## src/lpfr_pkg.sv

```systemverilog
// Package for the LRU page frame replacer: field widths, sequencer states and
// the recency-table command type.
// No dependencies; every other file of the block imports it.
`default_nettype none

package lpfr_pkg;

  // Fixed field widths of the ports
  localparam int CfgW      = 5;
  localparam int PagePortW = 16;
  localparam int FrameIdxW = 4;
  localparam int FaultW    = 32;

  // Reset value of the frames-in-use register
  localparam logic [CfgW-1:0] FramesInUseRst = 5'd16;

  // Fault counter saturation value (all ones)
  localparam logic [FaultW-1:0] FaultMax = '1;

  // Sequencer states
  typedef enum logic [1:0] {
    StIdle,
    StScan,
    StUpdate
  } lpfr_state_e;

  // Command from the sequencer to the recency table
  typedef struct packed {
    logic touch;  // make the selected frame most recent, age the others
    logic hit;    // age only frames younger than the selected one
    logic fill;   // mark the selected frame as occupied
  } rank_cmd_t;

endpackage

`default_nettype wire

```

## src/lpfr_req_if.sv

```systemverilog
// Request channel of the LRU page frame replacer: one page reference per item.
// Depends on lpfr_pkg for the page width.
`default_nettype none

interface lpfr_req_if import lpfr_pkg::*; ();
  logic                 valid;
  logic                 ready;
  logic [PagePortW-1:0] page;

  modport source (output valid, output page, input ready);
  modport sink (input valid, input page, output ready);
endinterface

`default_nettype wire

```

## src/lpfr_rsp_if.sv

```systemverilog
// Result channel of the LRU page frame replacer: one result item per reference.
// Depends on lpfr_pkg for the field widths.
`default_nettype none

interface lpfr_rsp_if import lpfr_pkg::*; ();
  logic                 valid;
  logic                 ready;
  logic                 hit;
  logic [FrameIdxW-1:0] frame_index;
  logic                 evicted_valid;
  logic [PagePortW-1:0] evicted_page;
  logic [FaultW-1:0]    fault_total;

  modport source (output valid, output hit, output frame_index, output evicted_valid,
                  output evicted_page, output fault_total, input ready);
  modport sink (input valid, input hit, input frame_index, input evicted_valid,
                input evicted_page, input fault_total, output ready);
endinterface

`default_nettype wire

```

## src/lpfr_page_ram.sv

```systemverilog
// Page number store of the LRU page frame replacer: one write port and one
// read port with registered read data. Depends on lpfr_pkg only by convention.
`default_nettype none

module lpfr_page_ram import lpfr_pkg::*; #(
  parameter int DEPTH = 16,
  parameter int WIDTH = 16,
  localparam int AddrW = (DEPTH > 1) ? $clog2(DEPTH) : 1
) (
  input  wire logic             clk_i,
  input  wire logic             we_i,
  input  wire logic [AddrW-1:0] waddr_i,
  input  wire logic [WIDTH-1:0] wdata_i,
  input  wire logic [AddrW-1:0] raddr_i,
  output logic      [WIDTH-1:0] rdata_o
);

  logic [WIDTH-1:0] mem [DEPTH];

  // Write port
  always_ff @(posedge clk_i) begin
    if (we_i) begin
      mem[waddr_i] <= wdata_i;
    end
  end

  // Registered read port
  always_ff @(posedge clk_i) begin
    rdata_o <= mem[raddr_i];
  end

endmodule

`default_nettype wire

```

## src/lpfr_rank_table.sv

```systemverilog
// Recency table of the LRU page frame replacer: one valid bit and one rank per
// frame, updated together on a touch. Depends on lpfr_pkg for rank_cmd_t.
`default_nettype none

module lpfr_rank_table import lpfr_pkg::*; #(
  parameter int FRAMES = 16,
  localparam int IdxW = (FRAMES > 1) ? $clog2(FRAMES) : 1,
  localparam int CntW = $clog2(FRAMES + 1)
) (
  input  wire logic            clk_i,
  input  wire logic            rst_ni,
  input  wire rank_cmd_t       cmd_i,
  input  wire logic [IdxW-1:0] sel_i,
  input  wire logic [CntW-1:0] cnt_i,
  input  wire logic [IdxW-1:0] rd_idx_i,
  output logic                 rd_valid_o,
  output logic      [IdxW-1:0] rd_rank_o
);

  localparam logic [IdxW-1:0] RankMax = IdxW'(FRAMES - 1);

  logic [FRAMES-1:0] valid_q, valid_d;
  logic [IdxW-1:0]   rank_q [FRAMES];
  logic [IdxW-1:0]   rank_d [FRAMES];
  logic [IdxW-1:0]   sel_rank;

  // Lookup for the frame under comparison
  assign rd_valid_o = valid_q[rd_idx_i];
  assign rd_rank_o  = rank_q[rd_idx_i];
  assign sel_rank   = rank_q[sel_i];

  // Touch: clear the selected rank, age the active valid frames below the limit
  always_comb begin
    valid_d = valid_q;
    for (int j = 0; j < FRAMES; j++) begin
      rank_d[j] = rank_q[j];
      if (cmd_i.touch) begin
        if (IdxW'(j) == sel_i) begin
          rank_d[j] = '0;
          if (cmd_i.fill) begin
            valid_d[j] = 1'b1;
          end
        end else if (valid_q[j] && (CntW'(j) < cnt_i) &&
                     (!cmd_i.hit || (rank_q[j] < sel_rank)) &&
                     (rank_q[j] != RankMax)) begin
          rank_d[j] = rank_q[j] + IdxW'(1);
        end
      end
    end
  end

  always_ff @(posedge clk_i or negedge rst_ni) begin
    if (!rst_ni) begin
      valid_q <= '0;
      for (int j = 0; j < FRAMES; j++) begin
        rank_q[j] <= '0;
      end
    end else begin
      valid_q <= valid_d;
      for (int j = 0; j < FRAMES; j++) begin
        rank_q[j] <= rank_d[j];
      end
    end
  end

  // The touched frame becomes the most recent
  a_touch_clears_rank: assert property (@(posedge clk_i) disable iff (!rst_ni)
    cmd_i.touch |=> rank_q[$past(sel_i)] == '0)
    else $error("touched frame did not become most recent");

  // A fill leaves the selected frame occupied
  a_fill_sets_valid: assert property (@(posedge clk_i) disable iff (!rst_ni)
    cmd_i.touch && cmd_i.fill |=> valid_q[$past(sel_i)])
    else $error("filled frame not marked occupied");

  // Without a fill the occupancy never changes
  a_valid_stable: assert property (@(posedge clk_i) disable iff (!rst_ni)
    !(cmd_i.touch && cmd_i.fill) |=> valid_q == $past(valid_q))
    else $error("occupancy changed without a fill");

endmodule

`default_nettype wire

```

## src/lru_page_frame_replacer.sv

```systemverilog
// LRU page frame replacer: a fully associative table of FRAMES page frames
// of which frames_in_use take part. Each reference item is walked against the
// frames one per cycle by a single page comparator fed from the page store's
// read port, so the block takes one item at a time: a miss walks all active
// frames, and a hit ends the walk at the matching frame. A miss fills the
// lowest empty frame, or else replaces the least recently used one (lowest
// number on a tie). The result sits in an output register, so the next item
// is taken while it waits; the commit of that next item then holds until the
// earlier result has been taken.
// frames_in_use of 0 acts as 1 and values above FRAMES act as FRAMES; write
// it only while no item is in flight. Depends on lpfr_pkg, lpfr_req_if,
// lpfr_rsp_if, lpfr_page_ram and lpfr_rank_table.
`default_nettype none

module lru_page_frame_replacer import lpfr_pkg::*; #(
  parameter int FRAMES    = 16,
  parameter int PAGE_BITS = 16
) (
  input  wire logic            clk_i,
  input  wire logic            rst_ni,
  input  wire logic            cfg_we_i,
  input  wire logic [CfgW-1:0] cfg_wdata_i,
  lpfr_req_if.sink             req_i,
  lpfr_rsp_if.source           rsp_o
);

  localparam int IdxW   = (FRAMES > 1) ? $clog2(FRAMES) : 1;
  localparam int CntW   = $clog2(FRAMES + 1);
  localparam int StoreW = (PAGE_BITS < PagePortW) ? PAGE_BITS : PagePortW;
  localparam int CmpW   = (CntW > CfgW) ? CntW : CfgW;

  lpfr_state_e state_q, state_d;

  logic [CfgW-1:0]   frames_in_use_q;
  logic [CmpW-1:0]   fiu_ext;
  logic [CntW-1:0]   cnt;

  logic [StoreW-1:0] page_q, page_d;
  logic [CntW-1:0]   rd_idx_q, rd_idx_d;
  logic              cmp_vld_q, cmp_vld_d;
  logic [IdxW-1:0]   cmp_idx_q, cmp_idx_d;
  logic              hit_q, hit_d;
  logic [IdxW-1:0]   hit_idx_q, hit_idx_d;
  logic              emp_found_q, emp_found_d;
  logic [IdxW-1:0]   emp_idx_q, emp_idx_d;
  logic [IdxW-1:0]   best_idx_q, best_idx_d;
  logic [IdxW-1:0]   best_rank_q, best_rank_d;
  logic [StoreW-1:0] best_page_q, best_page_d;
  logic [FaultW-1:0] fault_q, fault_d;

  logic              rsp_vld_q, rsp_vld_d;
  logic              rsp_load;
  logic              rsp_hit_q;
  logic [IdxW-1:0]   rsp_idx_q;
  logic              rsp_ev_q;
  logic [StoreW-1:0] rsp_ev_page_q;
  logic [FaultW-1:0] rsp_fault_q;

  logic              ram_we;
  logic [StoreW-1:0] ram_rdata;
  logic [IdxW-1:0]   sel;
  logic              evict;
  logic              page_eq;
  logic              cmp_last;
  rank_cmd_t         rank_cmd;
  logic              rt_valid;
  logic [IdxW-1:0]   rt_rank;

  // Effective frame count
  always_comb begin
    fiu_ext = CmpW'(frames_in_use_q);
    if (frames_in_use_q == '0) begin
      cnt = CntW'(1);
    end else if (fiu_ext > CmpW'(FRAMES)) begin
      cnt = CntW'(FRAMES);
    end else begin
      cnt = CntW'(fiu_ext);
    end
  end

  // Configuration register
  always_ff @(posedge clk_i or negedge rst_ni) begin
    if (!rst_ni) begin
      frames_in_use_q <= FramesInUseRst;
    end else if (cfg_we_i) begin
      frames_in_use_q <= cfg_wdata_i;
    end
  end

  // Frame chosen for this item
  assign evict    = !hit_q && !emp_found_q;
  assign sel      = hit_q ? hit_idx_q : (emp_found_q ? emp_idx_q : best_idx_q);
  assign page_eq  = (ram_rdata == page_q);
  assign cmp_last = ((CntW'(cmp_idx_q) + CntW'(1)) == cnt);

  lpfr_page_ram #(
    .DEPTH (FRAMES),
    .WIDTH (StoreW)
  ) u_page_ram (
    .clk_i   (clk_i),
    .we_i    (ram_we),
    .waddr_i (sel),
    .wdata_i (page_q),
    .raddr_i (rd_idx_q[IdxW-1:0]),
    .rdata_o (ram_rdata)
  );

  lpfr_rank_table #(
    .FRAMES (FRAMES)
  ) u_rank_table (
    .clk_i      (clk_i),
    .rst_ni     (rst_ni),
    .cmd_i      (rank_cmd),
    .sel_i      (sel),
    .cnt_i      (cnt),
    .rd_idx_i   (cmp_idx_q),
    .rd_valid_o (rt_valid),
    .rd_rank_o  (rt_rank)
  );

  assign req_i.ready = (state_q == StIdle);

  // Sequencer: accept, walk the frames, then commit and load the result
  always_comb begin
    state_d     = state_q;
    page_d      = page_q;
    rd_idx_d    = rd_idx_q;
    cmp_vld_d   = cmp_vld_q;
    cmp_idx_d   = cmp_idx_q;
    hit_d       = hit_q;
    hit_idx_d   = hit_idx_q;
    emp_found_d = emp_found_q;
    emp_idx_d   = emp_idx_q;
    best_idx_d  = best_idx_q;
    best_rank_d = best_rank_q;
    best_page_d = best_page_q;
    fault_d     = fault_q;
    ram_we      = 1'b0;
    rank_cmd    = '0;
    rsp_load    = 1'b0;
    rsp_vld_d   = rsp_vld_q && !rsp_o.ready;

    case (state_q)
      StIdle: begin
        if (req_i.valid) begin
          page_d      = req_i.page[StoreW-1:0];
          rd_idx_d    = '0;
          cmp_vld_d   = 1'b0;
          hit_d       = 1'b0;
          emp_found_d = 1'b0;
          state_d     = StScan;
        end
      end

      StScan: begin
        // Issue the next frame read
        if (rd_idx_q < cnt) begin
          rd_idx_d  = rd_idx_q + CntW'(1);
          cmp_vld_d = 1'b1;
          cmp_idx_d = rd_idx_q[IdxW-1:0];
        end else begin
          cmp_vld_d = 1'b0;
        end
        // Compare the frame read last cycle
        if (cmp_vld_q) begin
          if (rt_valid && page_eq) begin
            hit_d     = 1'b1;
            hit_idx_d = cmp_idx_q;
            state_d   = StUpdate;
          end else begin
            if (!rt_valid && !emp_found_q) begin
              emp_found_d = 1'b1;
              emp_idx_d   = cmp_idx_q;
            end
            if ((cmp_idx_q == '0) || (rt_rank > best_rank_q)) begin
              best_idx_d  = cmp_idx_q;
              best_rank_d = rt_rank;
              best_page_d = ram_rdata;
            end
            if (cmp_last) begin
              state_d = StUpdate;
            end
          end
        end
      end

      StUpdate: begin
        // Commit once the output register is free
        if (!rsp_vld_q || rsp_o.ready) begin
          rank_cmd.touch = 1'b1;
          rank_cmd.hit   = hit_q;
          rank_cmd.fill  = !hit_q && emp_found_q;
          ram_we         = !hit_q;
          if (!hit_q && (fault_q != FaultMax)) begin
            fault_d = fault_q + FaultW'(1);
          end
          rsp_load  = 1'b1;
          rsp_vld_d = 1'b1;
          state_d   = StIdle;
        end
      end

      default: begin
        state_d = StIdle;
      end
    endcase
  end

  // Control registers
  always_ff @(posedge clk_i or negedge rst_ni) begin
    if (!rst_ni) begin
      state_q     <= StIdle;
      rd_idx_q    <= '0;
      cmp_vld_q   <= 1'b0;
      cmp_idx_q   <= '0;
      hit_q       <= 1'b0;
      hit_idx_q   <= '0;
      emp_found_q <= 1'b0;
      emp_idx_q   <= '0;
      best_idx_q  <= '0;
      fault_q     <= '0;
      rsp_vld_q   <= 1'b0;
    end else begin
      state_q     <= state_d;
      rd_idx_q    <= rd_idx_d;
      cmp_vld_q   <= cmp_vld_d;
      cmp_idx_q   <= cmp_idx_d;
      hit_q       <= hit_d;
      hit_idx_q   <= hit_idx_d;
      emp_found_q <= emp_found_d;
      emp_idx_q   <= emp_idx_d;
      best_idx_q  <= best_idx_d;
      fault_q     <= fault_d;
      rsp_vld_q   <= rsp_vld_d;
    end
  end

  // Payload registers
  always_ff @(posedge clk_i) begin
    page_q      <= page_d;
    best_rank_q <= best_rank_d;
    best_page_q <= best_page_d;
    if (rsp_load) begin
      rsp_hit_q     <= hit_q;
      rsp_idx_q     <= sel;
      rsp_ev_q      <= evict;
      rsp_ev_page_q <= evict ? best_page_q : '0;
      rsp_fault_q   <= fault_d;
    end
  end

  // Drive the result channel
  assign rsp_o.valid         = rsp_vld_q;
  assign rsp_o.hit           = rsp_hit_q;
  assign rsp_o.frame_index   = FrameIdxW'(rsp_idx_q);
  assign rsp_o.evicted_valid = rsp_ev_q;
  assign rsp_o.evicted_page  = PagePortW'(rsp_ev_page_q);
  assign rsp_o.fault_total   = rsp_fault_q;

  // The fault count only grows
  a_fault_monotonic: assert property (@(posedge clk_i) disable iff (!rst_ni)
    1'b1 |=> fault_q >= $past(fault_q))
    else $error("fault count decreased");

  // A hit never reports an eviction
  a_hit_no_evict: assert property (@(posedge clk_i) disable iff (!rst_ni)
    rsp_o.valid && rsp_o.hit |-> !rsp_o.evicted_valid)
    else $error("eviction reported on a hit");

  // No eviction means a zero evicted page
  a_no_evict_zero: assert property (@(posedge clk_i) disable iff (!rst_ni)
    rsp_o.valid && !rsp_o.evicted_valid |-> rsp_o.evicted_page == '0)
    else $error("evicted page not zero without eviction");

  // The frame walk stays within the active frames
  a_scan_bound: assert property (@(posedge clk_i) disable iff (!rst_ni)
    state_q == StScan |-> rd_idx_q <= cnt)
    else $error("frame walk ran past the active frames");

endmodule

`default_nettype wire
```

## src/flat_wrapper.sv

```systemverilog
// flat-port wrapper written by rule: the top's interface ports become plain ports
module lru_page_frame_replacer_flat import lpfr_pkg::*;
#(
  parameter int FRAMES    = 16,
  parameter int PAGE_BITS = 16
)
  (clk_i, rst_ni, cfg_we_i, cfg_wdata_i, req_i_valid, req_i_page, req_i_ready, rsp_o_valid, rsp_o_hit, rsp_o_frame_index, rsp_o_evicted_valid, rsp_o_evicted_page, rsp_o_fault_total, rsp_o_ready);
  lpfr_req_if req_i_i ();
  lpfr_rsp_if rsp_o_i ();
  input  wire logic clk_i;
  input  wire logic rst_ni;
  input  wire logic cfg_we_i;
  input  wire logic [CfgW-1:0] cfg_wdata_i;
  input wire logic [$bits(req_i_i.valid)-1:0] req_i_valid;
  input wire logic [$bits(req_i_i.page)-1:0] req_i_page;
  output wire logic [$bits(req_i_i.ready)-1:0] req_i_ready;
  output wire logic [$bits(rsp_o_i.valid)-1:0] rsp_o_valid;
  output wire logic [$bits(rsp_o_i.hit)-1:0] rsp_o_hit;
  output wire logic [$bits(rsp_o_i.frame_index)-1:0] rsp_o_frame_index;
  output wire logic [$bits(rsp_o_i.evicted_valid)-1:0] rsp_o_evicted_valid;
  output wire logic [$bits(rsp_o_i.evicted_page)-1:0] rsp_o_evicted_page;
  output wire logic [$bits(rsp_o_i.fault_total)-1:0] rsp_o_fault_total;
  input wire logic [$bits(rsp_o_i.ready)-1:0] rsp_o_ready;
  assign req_i_i.valid = req_i_valid;
  assign req_i_i.page = req_i_page;
  assign req_i_ready = req_i_i.ready;
  assign rsp_o_valid = rsp_o_i.valid;
  assign rsp_o_hit = rsp_o_i.hit;
  assign rsp_o_frame_index = rsp_o_i.frame_index;
  assign rsp_o_evicted_valid = rsp_o_i.evicted_valid;
  assign rsp_o_evicted_page = rsp_o_i.evicted_page;
  assign rsp_o_fault_total = rsp_o_i.fault_total;
  assign rsp_o_i.ready = rsp_o_ready;
  lru_page_frame_replacer #(.FRAMES(FRAMES), .PAGE_BITS(PAGE_BITS)) u_core (.clk_i(clk_i), .rst_ni(rst_ni), .cfg_we_i(cfg_we_i), .cfg_wdata_i(cfg_wdata_i), .req_i(req_i_i), .rsp_o(rsp_o_i));
endmodule
```

## config.mk

```make
export PLATFORM = sky130hd
export DESIGN_NAME = lru_page_frame_replacer_flat
export DESIGN_NICKNAME = d
export VERILOG_FILES = /design/src/lpfr_pkg.sv /design/src/lpfr_req_if.sv /design/src/lpfr_rsp_if.sv /design/src/lpfr_page_ram.sv /design/src/lpfr_rank_table.sv /design/src/lru_page_frame_replacer.sv /design/src/flat_wrapper.sv
export SDC_FILE = /design/constraint.sdc
export NUM_CORES = 1
export LEC_CHECK = 0
export BUFFER_PORTS_ARGS = -buffer_cell sky130_fd_sc_hd__buf_4
export CAP_MARGIN = 20
export CORE_MARGIN = 2
export CORE_UTILIZATION = 35
export DETAILED_ROUTE_END_ITERATION = 8
export GPL_ROUTABILITY_DRIVEN = 0
export SYNTH_ARGS = -nofsm -noshare
export SYNTH_HDL_FRONTEND = slang
export SYNTH_SLANG_ARGS = --single-unit
```

## constraint.sdc

```tcl
create_clock -name clk_i -period 4.81 [get_ports clk_i]
set_input_delay 0.7215 -clock clk_i [delete_from_list [all_inputs] [get_ports clk_i]]
set_output_delay 0.7215 -clock clk_i [all_outputs]
set_load 0.01 [all_outputs]
```

# Word-level counts from Yosys, hierarchy flattened
# Memories as Yosys holds them, arrays and structs flattened. A register that Yosys moved wholly into a read port is not among the register bits.
# Cells that the tools add are included.
# totals
input_bits	26
n_memories	1
register_bits	234
mem_bits_rw	256
# classes
eq_ne	44
magnitude_cmp	38
addsub	19
n_bitwise	3
reduce_logical	141
muxes	76
# memory_table
name	words	word_bits	read_ports	rd_ports_with_merged_regs	write_ports	line	rtl
u_core.u_page_ram.mem	16	16	1	1	1	lpfr_page_ram.sv:18	logic [WIDTH-1:0] mem [DEPTH];
# op_table
operator	count
2-to-1 mux 4 bit	38
2-to-1 mux 32 bit	3
adder 4 x 1 -> 4 bit (second input constant)	16
less-than comparator 4 bit	16
!= test 4 bit (second input constant)	16
logical AND 1 bit	54
AND reduction 3 bit	18
less-than comparator 4 x 5 -> 1 bit (first input constant)	8
AND reduction 2 bit	19
nonzero test 2 bit	17
adder 32 x 1 -> 32 bit (second input constant)	1
binary-select mux 4 bit (select 4 bit)	2
equality test 4 bit (first input constant)	8
!= test 32 bit (second input constant)	1
less-than comparator 3 x 5 -> 1 bit (first input constant)	4
2-to-1 mux 5 bit	4
logical OR 1 bit	18
equality test 16 bit	1
equality test 3 x 4 -> 1 bit (first input constant)	4
2-to-1 mux 1 bit	16
AND reduction 4 bit	4
>= comparator 5 bit (second input constant)	2
less-than comparator 1 x 5 -> 1 bit (first input constant)	2
less-than comparator 2 x 5 -> 1 bit (first input constant)	2
other kinds (27)	47

# Depth between registers and ports, before layout
# Gate-level depths: netlist of run 1.
# depth
word_depth	12
depth_mapped	18
mapped_depth_nobuf	15

# By module
# Synthesis of run 1 repeated with hierarchy kept, for this count alone.
# hier_totals
cells_unflattened	1754
hier_area_um2	24159.4
# by_module_without_submodules
module	instances	cells_per_inst	seq_area_each_um2	area_each_um2
lpfr_page_ram	1	432	8007.7	10042.1
lpfr_rank_table	1	874	2001.9	7862.5
lru_page_frame_replacer	1	448	4305.4	6254.7

# Worst setup path after synthesis of run 1
# OpenSTA, ideal clock, no wires.
# synth_timing
kind	register to register
startpoint	reg u_core.cmp_idx_q[0]
endpoint	reg u_core.best_idx_q[0]
setup_ps	125
path_stages_with_launch	14
arrival_ps	5173
setup_slack_ps	-488
period_less_slack_ps	5298
cell_sequence	dfrtp_1 -> clkbuf_1 -> buf_1 -> mux4_2 -> mux4_2 -> ha_1 -> nor2b_1 -> o21ai_0 -> nand2b_1 -> a21oi_1 -> a41oi_1 -> a21oi_1 -> nor3_1 -> mux2_2
# synth_via
elab_chain_cells	7
word_cells_on_any_way	12
cone_classes	order compare: 1; mux: 5; bitwise: 2; reduce/logical: 4
# synth_rtl
item	line	rtl
start: declaration	lru_page_frame_replacer.sv:41	logic [IdxW-1:0] cmp_idx_q, cmp_idx_d;
start signal: assignment	lru_page_frame_replacer.sv:227	cmp_idx_q <= cmp_idx_d;
NOT 4 -> 5 bit (not written as such)	lpfr_rank_table.sv:29	assign rd_rank_o = rank_q[rd_idx_i];
binary-select mux 4 bit (select 4 bit)	lpfr_rank_table.sv:29	
2-to-1 mux 4 bit (not written as such) (2 in series)	lpfr_rank_table.sv:29	
named net u_core.rt_rank[1]	lru_page_frame_replacer.sv:67	logic [IdxW-1:0] rt_rank;
greater-than comparator 4 bit	lru_page_frame_replacer.sv:175	if ((cmp_idx_q == '0) || (rt_rank > best_rank_q)) begin
logical OR 1 bit	lru_page_frame_replacer.sv:175	
AND reduction 4 bit (no line)	--	
end signal: assignment	lru_page_frame_replacer.sv:232	best_idx_q <= best_idx_d;
end: declaration	lru_page_frame_replacer.sv:46	logic [IdxW-1:0] best_idx_q, best_idx_d;
# The timed path passes the listed nets, and every way through them passes these cells. The select of a mux whose other input is x is not followed.
# A chain may end at the register's enable or synchronous reset.

# Worst setup path after layout of run 1
# layout_timing
startpoint	reg u_core.emp_found_q
endpoint	reg u_core.u_rank_table.rank_q[34] (netlist bit)
# layout_via
elab_chain_cells	12
word_cells_on_any_way	14
cone_classes	order compare: 1; eq/ne: 1; mux: 6; bitwise: 1; reduce/logical: 5
# layout_rtl
item	line	rtl
start: declaration	lru_page_frame_replacer.sv:44	logic emp_found_q, emp_found_d;
start signal: assignment	lru_page_frame_replacer.sv:230	emp_found_q <= emp_found_d;
2-to-1 mux 4 bit (*) (2 in series)	lru_page_frame_replacer.sv:92	assign sel = hit_q ? hit_idx_q : (emp_found_q ? emp_idx_q : best_idx_q);
NOT 4 -> 5 bit (not written as such)	lpfr_rank_table.sv:30	assign sel_rank = rank_q[sel_i];
binary-select mux 4 bit (select 4 bit)	lpfr_rank_table.sv:30	
2-to-1 mux 4 bit (not written as such) (2 in series)	lpfr_rank_table.sv:30	
less-than comparator 4 bit	lpfr_rank_table.sv:44	(!cmd_i.hit || (rank_q[j] < sel_rank)) &&
logical OR 1 bit	lpfr_rank_table.sv:44	
logical AND 1 bit	lpfr_rank_table.sv:43	end else if (valid_q[j] && (CntW'(j) < cnt_i) &&
logical AND 1 bit	lpfr_rank_table.sv:44	
nonzero test 2 bit (no line)	--	
AND reduction 2 bit (no line)	--	
end signal: indexed assignment	lpfr_rank_table.sv:61	rank_q[j] <= rank_d[j];
end: declaration	lpfr_rank_table.sv:23	logic [IdxW-1:0] rank_q [FRAMES];
# Mark *: on every way between the ends. The rest lies on a longest branch, timed or not. The select of a mux whose other input is x is not followed.

==> impl_metrics.toml, run 1 <==
[finish]
synthToLayoutAreaGrowth_pct = 16.18
diodes = 0
nets = 1825
design_area_um2 = 27030
drive_gt1_frac = 0.2203
fillers = 5898

[synth]
synth_warnings = 0
yosysUniqueCellTypes = 72
ys_seq_area_frac = 0.6154
synth_xor_area_frac = 0.01958
syn_inst = 1604
synth_top_family_by_area = "multiplexers"
synth_edf_count = 346
synth_nets = 1706
ys.flop_type = "edfxtp_1"
synth_compound_area_frac = 0.08541
synth_seq_cells = 506
post_synth_fa_ha_maj_area_fraction = 0.04088
synth_mux_area_frac = 0.1298
async_reset_ff_frac = 0.2846
syn_area_per_cell_um2 = 14.50
synthSimpleGateAreaFrac = 0.08848
netlist_area_um2 = 23260

[clock_tree]
cts_buffers = 52
h-tree-depth = 2
cts_sinks = 506
clk_latency_ns = 0.64
path_clk_slew_ns = 0.06
clockBufferDepth = 3
holdBufCountCts = 0
cts-root-buf = "clkbuf_16"
cts_setup_buffers = 0
post_cts_resized = 0
tritoncts = "yes"

[floorplanning]
rows = 94
initial_core_util = 0.3538
die_h_um = 261.8
ios = 82
coreArea_um2 = 65750
dieArea_um2 = 68540
die_w_um = 261.8

[placed_design]
port_buffers = 81
hpwl_mm = 38.94
placed_area_um2 = 25150

[drt]
drt-pass1-iter-count = 6
wl_mm = 61.55
ant_nets = 0
drt_iter0_drc = 1653
drc = 0
routedWlPerCell_um = 23.40
viasPerCell = 5.667
num_vias = 14900

[sta]
fin_setup_tns_ns = 0
slew_violations = 0
fin_crit_sh = 0.9012
fmax_mhz = 230.7
finClkSkew_ns = 0.07409
hold_viol = 0
rsz0062_at_grt = "no"
fin_crit_ns = 4.335
relSlewSlack = 0.2919
tightestPinTransition_ns = 1.062
finalSetupViolations = 0

[global_route]
antenna_found_initial = 2
grt_max_degree = 69
grt_pass1_wl_mm = 92.98
first_global_vias = 14850
grtUsageTotal = 0.1800
grt-ovfl-total = 0

[power]
power_leakage_nw = 9.769
vdd_drop_max_v = 0.0003111
cellPowerDensity_nw_per_um2 = 538.4

[setup_path]
worst-r2r-setup-slack_ns = 0.48
worstSetupStartpointType = "register"
r2r_start = "u_core.emp_found_q"
rr_worst_depth = 15
worstSetupPathType = "register to register"
r2r_end = "u_core.u_rank_table.rank_q[34]"
cp.arrival_ns = 4.83
cp-end-kind = "register"
cp.required_ns = 5.30
cp_max_fo = 19

[run]
drv_cap = 0

[worst_hold_path]
min_path_type = "input port to asynchronous set/reset pin"

[run_status]
outcome = "complete, no violations"
how the worst max path moves through the flow:
stage / start / cells past startpoint / endpoint
after floorplan: u_core.emp_found_q / 16 / u_core.u_rank_table.rank_q[34]
after CTS: u_core.emp_found_q / 15 / u_core.u_rank_table.rank_q[34]
after detailed placement: u_core.emp_found_q / 15 / u_core.u_rank_table.rank_q[34]
after global placement: u_core.emp_found_q / 15 / u_core.u_rank_table.rank_q[34]
final: u_core.emp_found_q / 15 / u_core.u_rank_table.rank_q[34]
after global routing: u_core.emp_found_q / 16 / u_core.u_rank_table.rank_q[37]
layer usage:
metal  global-route usage  vias to the layer above  share of wire  wire length, um
met1               0.2502                     7632           0.42            26100
met3              0.02874                       99          0.070             4309
met2               0.2891                      618           0.48            29530
met4              0.05887                        2          0.026             1603
met5                    0                        -        0.00021               13
li1                     -                     6553              -                -
cell families after synthesis:
kind of cell	after synthesis
xor gates and xnor gates	52
AOI/OAI and AO/OA	277
and+or+nand+nor	416
adders and majority gates	76
DFF	506
buffers and inverters	125
muxes	152
area by class of cell:
cell class                 count  area, um^2  area share
inverter                      59       222.7    0.008240
clock inverter                29       471.7     0.01745
sequential                   506       14320      0.5298
timing repair buffer         131       999.7     0.03699
tap                          864        1081     0.04000
clock buffer                  68        1401     0.05185
multi-input combinational    973        8531      0.3156
report_power, final:
| group | switching [mW] | internal (mW) |
|---|---|---|
| logic | 2.71 | 2.01 |
| registers | 0.352 | 5.14 |
| clock network | 1.77 | 2.57 |
| total | 4.83 | 9.72 |
worst max-delay path, stage by stage (launching register included):
cell      delay (ns)
dfrtp_1         0.39
mux2_4          0.36
o21ai_1         0.33
inv_2           0.32
mux4_2          0.51
nand2_1         0.08
a21oi_1         0.08
a21oi_1         0.19
buf_4           0.28
ha_1            0.29
a21o_1          0.18
a21oi_1         0.13
nor2_1          0.05
a311oi_1        0.61
a21oi_1         0.15
a211o_1         0.28
sequential cells by signal (all words and copies together) (netlist names), 2 cells and up:
register / cells
u_core.u_page_ram.rdata_o: 16
u_core.fault_q: 32
u_core.hit_idx_q: 4
u_core.emp_idx_q: 4
u_core.u_page_ram.mem: 256
u_core.rd_idx_q: 5
u_core.u_rank_table.valid_q: 16
u_core.best_rank_q: 4
u_core.rsp_o.evicted_page: 16
u_core.page_q: 16
u_core.best_idx_q: 4
u_core.fiu_ext: 5
u_core.best_page_q: 16
u_core.state_q: 2
u_core.cmp_idx_q: 4
u_core.rsp_o.fault_total: 32
u_core.rsp_o.frame_index: 4
u_core.u_rank_table.rank_q: 64
placed cells by master (no fill, tap or decap), types with 17 or more instances in the layout:
cell | Yosys | layout
nor3_1 | 22 | 21
xor2_1 | 18 | 18
nor2_1 | 71 | 55
nand2_1 | 127 | 127
a21o_1 | 21 | 21
xnor2_1 | 34 | 34
dfrtp_1 | 143 | 141
clkbuf_16 | 0 | 52
nand3_1 | 67 | 67
nand4_1 | 20 | 20
o21ai_0 | 47 | 47
a21oi_1 | 45 | 45
inv_1 | 56 | 55
buf_4 | 1 | 129
and2_1 | 17 | 17
mux4_2 | 117 | 117
edfxtp_1 | 346 | 346
mux2_2 | 20 | 20
o211ai_1 | 22 | 22
ha_1 | 76 | 76
Yosys cell counts, types with 7 or more instances:
master	instances	area, um^2
xnor2_1	34	297.8
or4_1	13	97.59
o21ai_0	47	235.2
and3_1	15	93.84
o211ai_1	22	165.2
clkbuf_1	53	198.9
dfrtp_1	143	3578
a211oi_1	13	97.59
edfxtp_1	346	10390
nor3_1	22	110.1
mux4_2	117	2635
a22o_1	7	61.31
nor2b_1	9	56.30
nand3_1	67	335.3
nand2b_1	15	93.84
o21bai_1	16	120.1
dfxtp_1	16	320.3
a21o_1	21	157.7
nor4_1	8	50.05
a21oi_1	45	225.2
nor2_1	71	266.5
mux2_2	20	225.2
ha_1	76	950.9
a32oi_1	9	78.83
o22ai_1	9	56.30
or3_1	11	68.82
and2_1	17	106.4
a31oi_1	11	68.82
xor2_1	18	157.7
nand4_1	20	125.1
mux2i_1	13	130.1
nand2_1	127	476.7
o21a_1	9	67.56
inv_1	56	210.2
buf_1	10	37.54
through the flow:
stage	setup slack (ns)	total power, mW	hold slack, ns	util	instances
CTS	0.5330	14.63	0.1156	0.4111	2630
global route	0.1733	15.24	0.1379	0.4111	2630
floorplan	0.09436	8.650	0.4259	-	1604
detailed placement	0.5388	10.26	0.4432	0.3826	2533
global placement	0.6061	10.16	0.4336	0.3826	2533
finish	0.4753	14.55	0.08090	0.4111	2630
Note: power is estimated with default switching activity, not from simulation.
==> run 2: changes to the inputs <==
--- a/config.mk
+++ b/config.mk
@@ -11,6 +11,7 @@
 export CORE_UTILIZATION = 35
 export DETAILED_ROUTE_END_ITERATION = 8
 export GPL_ROUTABILITY_DRIVEN = 0
+export PLACE_DENSITY_LB_ADDON = 0.1
 export SYNTH_ARGS = -nofsm -noshare
 export SYNTH_HDL_FRONTEND = slang
 export SYNTH_SLANG_ARGS = --single-unit
==> impl_metrics.toml, run 2 (synthesis gave the netlist of run 1 again) <==
[run_status]
outcome = "complete, no violations"

[sta]
tightestPinTransition_ns = 1.085
finalSetupViolations = 0
fin_crit_ns = 4.399
finClkSkew_ns = 0.04826
hold_ws_ns = 0.1423
fin_setup_tns_ns = 0
rsz0062_at_grt = "no"
hold_viol = 0
fin_crit_sh = 0.9146
fmax_mhz = 227.3
relSlewSlack = 0.2750
slew_violations = 0

[finish]
diodes = 0
final_common_cell = "edfxtp_1"
largest_register = "u_core.u_page_ram.mem"
synthToLayoutAreaGrowth_pct = 16.60
fin_cells = 2638
multi_input_area_um2 = 8547
regArea_um2 = 14320
fillers = 5989
final_cell_mix = "edfxtp_1 (346), dfrtp_1 (141), buf_4 (128)"
drive_gt1_frac = 0.2232
largest_reg_flops = 256
nets = 1829
largestRegisters = "u_core.u_page_ram.mem (256), u_core.u_rank_table.rank_q (64)"
design_area_um2 = 27120

[clock_tree]
cts_setup_buffers = 0
cts-root-buf = "clkbuf_16"
post_cts_resized = 0
clk_latency_ns = 0.65
path_clk_slew_ns = 0.06
holdBufCountCts = 0
cts_buffers = 55
cts_sinks = 506
h-tree-depth = 2
tritoncts = "yes"
clockBufferDepth = 3

[run]
drv_cap = 0

[placed_design]
port_buffers = 81
hpwl_mm = 41.85
dp_cells = 2534
placed_area_um2 = 25200

[drt]
num_vias = 14600
drt-pass1-iter-count = 5
routedWlPerCell_um = 25.02
drt_iter0_drc = 1182
drc = 0
wl_mm = 65.99
viasPerCell = 5.534
ant_nets = 0

[floorplanning]
initial_core_util = 0.3538
dieArea_um2 = 68540
rows = 94
ios = 82
die_h_um = 261.8
coreArea_um2 = 65750
die_w_um = 261.8

[setup_path]
cp.required_ns = 5.31
cpMaxStageDelayCell = "mux4_2"
worst-r2r-setup-slack_ns = 0.41
r2r_end = "u_core.u_rank_table.rank_q[24]"
r2r_start = "u_core.emp_found_q"
cp.arrival_ns = 4.90
critPathMostFrequentCell = "o21ai_0"
cp-startpoint = "u_core.emp_found_q"
cp-end-kind = "register"
critPathCapture = "u_core.u_rank_table.rank_q[24]"
cpPeakStageDelay_ns = 0.52
crit_chain = "mux2_4, o21ai_1, inv_2, mux4_2, o21ai_0, a21oi_4, buf_4, ha_1, a21o_1, a21oi_1, o2111ai_1, o31ai_1, o21ai_0, mux2_2"
worstSetupPathType = "register to register"
worstSetupStartpointType = "register"
rr_worst_depth = 14
cp_max_fo = 19

[global_route]
antenna_found_initial = 2
first_global_vias = 14610
grt_pass1_wl_mm = 98.79
grtUsageTotal = 0.1954
grt-ovfl-total = 0
grt_max_degree = 81

[power]
vdd_drop_max_v = 0.0003118
power_mw = 14.72
cellPowerDensity_nw_per_um2 = 542.6
power_leakage_nw = 9.819

[worst_hold_path]
min_path_type = "input port to asynchronous set/reset pin"
-- run 2: cell count changes in the layout (fill, tap and decap cells not counted), sizes merged --
cell and change:
clkinv +2, clkbuf +8, clkinvlp -1, buf +1
bufinv -2
-- run 2: where the power goes --
part | leakage (nW) | switching [mW] | internal (mW)
registers | 5.07 | 0.479 | 5.14
logic | 3.82 | 2.65 | 1.99
clock network | 0.930 | 1.83 | 2.63
total | 9.82 | 4.96 | 9.76
-- run 2: area by class of cell --
class	instances	share of cell area
Clock buffer	76	0.05660
Sequential cell	506	0.5279
Clock inverter	28	0.01421
Inverter	59	0.008257
Tap cell	864	0.03985
Multi-Input combinational cell	973	0.3151
Timing Repair Buffer	132	0.03806
-- run 2: stage by stage --
step             util  setup WS [ns]
4_1_cts        0.4125         0.3366
3_3_place_gp   0.3832         0.5151
5_1_grt        0.4126         0.1305
2_1_floorplan       -        0.09436
6_report       0.4126         0.4108
3_5_place_dp   0.3832         0.4272
-- run 2: worst min-delay path by stage --
stage / from / to / depth (start not counted)
detailed placement: u_core.u_page_ram.rdata_o[7] / u_core.best_page_q[7] / 0
global placement: u_core.u_page_ram.rdata_o[7] / u_core.best_page_q[7] / 0
floorplan: rst_ni / u_core.best_idx_q[0] / 0
CTS: rst_ni / u_core.u_rank_table.valid_q[4] / 1
finish: rst_ni / u_core.u_rank_table.valid_q[4] / 1
global route: rst_ni / u_core.u_rank_table.valid_q[4] / 1
-- run 2: worst max-delay path: cells and delay by family (launching register included) --
kind / cells / cell delay (ns)
buffers and inverters: 2 / 0.57
muxes: 3 / 1.18
AOI/OAI and AO/OA: 8 / 1.90
DFF: 1 / 0.39
adders and majority gates: 1 / 0.22
-- run 2: per-layer routing --
metal / share of wire / up-vias / GRT usage
li1: - / 6550 / -
met1: 0.45 / 7533 / 0.2780
met2: 0.47 / 413 / 0.3112
met3: 0.051 / 103 / 0.03019
met4: 0.027 / 0 / 0.05556
met5: 0 / - / 0
==> run 3: changes to the inputs <==
--- a/config.mk
+++ b/config.mk
@@ -10,8 +10,9 @@
 export CORE_MARGIN = 2
 export CORE_UTILIZATION = 35
 export DETAILED_ROUTE_END_ITERATION = 8
-export GPL_ROUTABILITY_DRIVEN = 0
+export GPL_ROUTABILITY_DRIVEN = 1
 export PLACE_DENSITY_LB_ADDON = 0.1
 export SYNTH_ARGS = -nofsm -noshare
 export SYNTH_HDL_FRONTEND = slang
+export SYNTH_HIERARCHICAL = 1
 export SYNTH_SLANG_ARGS = --single-unit
==> impl_metrics.toml, run 3 <==
[clock_tree]
h-tree-depth = 2
cts_setup_buffers = 0
cts_sinks = 506
clk_latency_ns = 0.64
holdBufCountCts = 0
cts-root-buf = "clkbuf_16"
tritoncts = "yes"
post_cts_resized = 0
path_clk_slew_ns = 0.06
clockBufferDepth = 3
cts_buffers = 56

[sta]
fin_setup_tns_ns = 0
fin_crit_sh = 0.9469
fin_ws_ns = 0.2555
finalSetupViolations = 0
finClkSkew_ns = 0.04262
relSlewSlack = 0.2981
rsz0062_at_grt = "no"
fmax_mhz = 219.6
tightestPinTransition_ns = 1.053
fin_crit_ns = 4.555
hold_ws_ns = 0.2021
hold_viol = 0
slew_violations = 0

[global_route]
grtUsageTotal = 0.1981
grt_max_degree = 145
grt_pass1_wl_mm = 104.8
antenna_found_initial = 1
first_global_vias = 16300
grt-ovfl-total = 0

[setup_path]
cp.arrival_ns = 5.05
cp_max_fo = 18
worstSetupStartpointType = "register"
crit_chain = "mux2i_1, o21ai_4, mux4_2, mux4_2, inv_1, ha_1, a21o_1, a2111oi_0, nand3_1, o21bai_1, a31oi_1, a22o_1"
cp.required_ns = 5.31
critPathMostFrequentCell = "mux4_2"
worstSetupPathType = "register to register"
cpMaxStageDelayCell = "a2111oi_0"
cpPeakStageDelay_ns = 0.64
cp-end-kind = "register"

[finish]
fin_cells = 2816
final_core_util = 0.4123
synthToLayoutAreaGrowth_pct = 16.84
largest_reg_flops = 256
largestRegisters = "u_core/u_page_ram/mem (256), u_core/u_rank_table/rank_q (64)"
design_area_um2 = 28230
nets = 1988
largest_register = "u_core/u_page_ram/mem"
drive_gt1_frac = 0.2111
final_common_cell = "edfxtp_1"
final_cell_mix = "edfxtp_1 (346), buf_4 (142), dfrtp_1 (141)"

[floorplanning]
rows = 96
coreArea_um2 = 68470
die_w_um = 266.7
dieArea_um2 = 71140
initial_core_util = 0.3529
die_h_um = 266.7
ios = 82

[placed_design]
dp_cells = 2709
place_ws_ns = 0.3694
port_buffers = 81
placed_area_um2 = 26160
hpwl_mm = 45.63
place_congestion = 0.8900

[synth]
synth.largest_area_cell = "edfxtp_1"
synth_warnings = 6
ys_seq_area_frac = 0.5925
syn_inst = 1754
ys_top_cells_by_count = "edfxtp_1 (346), dfrtp_1 (143), nand2_1 (126)"
syn_area_per_cell_um2 = 13.77
yosysMostFrequentCell = "edfxtp_1"
synth.top_cell.area_share = 0.4301
synth_seq_cells = 506
yosysUniqueCellTypes = 86
netlist_area_um2 = 24160
synth_edf_count = 346
ys.flop_type = "edfxtp_1"
synth_nets = 1856
yosys-top-cells-area = "edfxtp_1 (43%), dfrtp_1 (15%), mux4_2 (8.8%), ha_1 (3.9%), nand2_1 (2.0%)"
async_reset_ff_frac = 0.2846

[drt]
wl_mm = 70.08
drt_iter0_drc = 1461
routedWlPerCell_um = 24.89
viasPerCell = 5.695
num_vias = 16040
ant_nets = 0
drt-pass1-iter-count = 5
drc = 0

[worst_hold_path]
min_path_type = "input port to asynchronous set/reset pin"

[power]
cellPowerDensity_nw_per_um2 = 577.4
vdd_drop_max_v = 0.0003084
power_mw = 16.30
power_leakage_nw = 10.59

[run]
drv_cap = 0

[run_status]
outcome = "complete, no violations"
==> run 3: changes by cell type after synthesis, sizes merged, moves of 13 or more <==
cell | previous run | this run
buf | 13 | 31
o2111ai | 6 | 20
mux4 | 117 | 104
mux2i | 13 | 26
xnor2 | 34 | 20
o21ai | 49 | 66
a22oi | 1 | 35
nor2 | 71 | 87
==> run 3: worst max-delay path, delay by kind of cell (launching register included) <==
kind	cells	cell delay (ns)
compound gates	6	1.99
mux	3	1.23
fa+ha+maj	1	0.33
flops	1	0.39
simple gates	1	0.19
buf+inv	1	0.27
==> run 3: power breakdown <==
group          leakage [nW]  switching [mW]  internal, mW  total [mW]
clock network         0.999            1.85          2.86        4.72
registers              5.07           0.387          5.07        5.45
logic                  4.52            3.63          2.50        6.13
total                  10.6            5.87          10.4        16.3
==> run 3: final cells by class <==
type                    instances  area (um^2)
diodes                          1        2.502
clock buffers                  63         1438
clock inverters                42        605.6
fillers                      6366        40240
inverters                      61        229.0
multi-input cells            1112         9348
flip-flops and latches        506        14320
well taps                     882         1104
repair buffers                149         1182
==> run 3: kinds of logic (layout without fill, tap and decap cells) <==
group	Yosys count	in the layout	synth area share
adder cells (fa/ha/maj)	76	76	0.03936
flip-flops	506	506	0.5925
XOR/XNOR	50	50	0.01875
other	0	1	0
buffers and inverters	136	315	0.02455
AND/OR/NAND/NOR	473	473	0.09918
AO/OA/AOI/OAI	359	359	0.1052
multiplexers	154	154	0.1205
==> run 3: final timing paths <==
kind | start | endpoint | slack [ns] | cells after the start
hold reg to reg | u_core/u_page_ram/rdata_o[10] | u_core/best_page_q[10] | 0.46 | 0
setup reg to reg | u_core/emp_found_q | u_core/u_rank_table/rank_q[59] | 0.26 | 12
hold / removal | rst_ni | u_core/u_rank_table/rank_q[51] | 0.20 | 2
max in group asynchronous | rst_ni | u_core/rd_idx_q[0] | 3.81 | 2
min in group clk_i | req_i_page[7] | u_core/page_q[7] | 0.27 | 1
setup / recovery | u_core/emp_found_q | u_core/u_rank_table/rank_q[59] | 0.26 | 12
==> run 3: per-layer routing <==
metal / global-route usage / part of all wire / vias up
met3: 0.02749 / 0.047 / 131
met5: 0 / 0 / -
li1: - / - / 7185
met2: 0.3277 / 0.48 / 466
met1: 0.2656 / 0.44 / 8256
met4: 0.07334 / 0.036 / 0
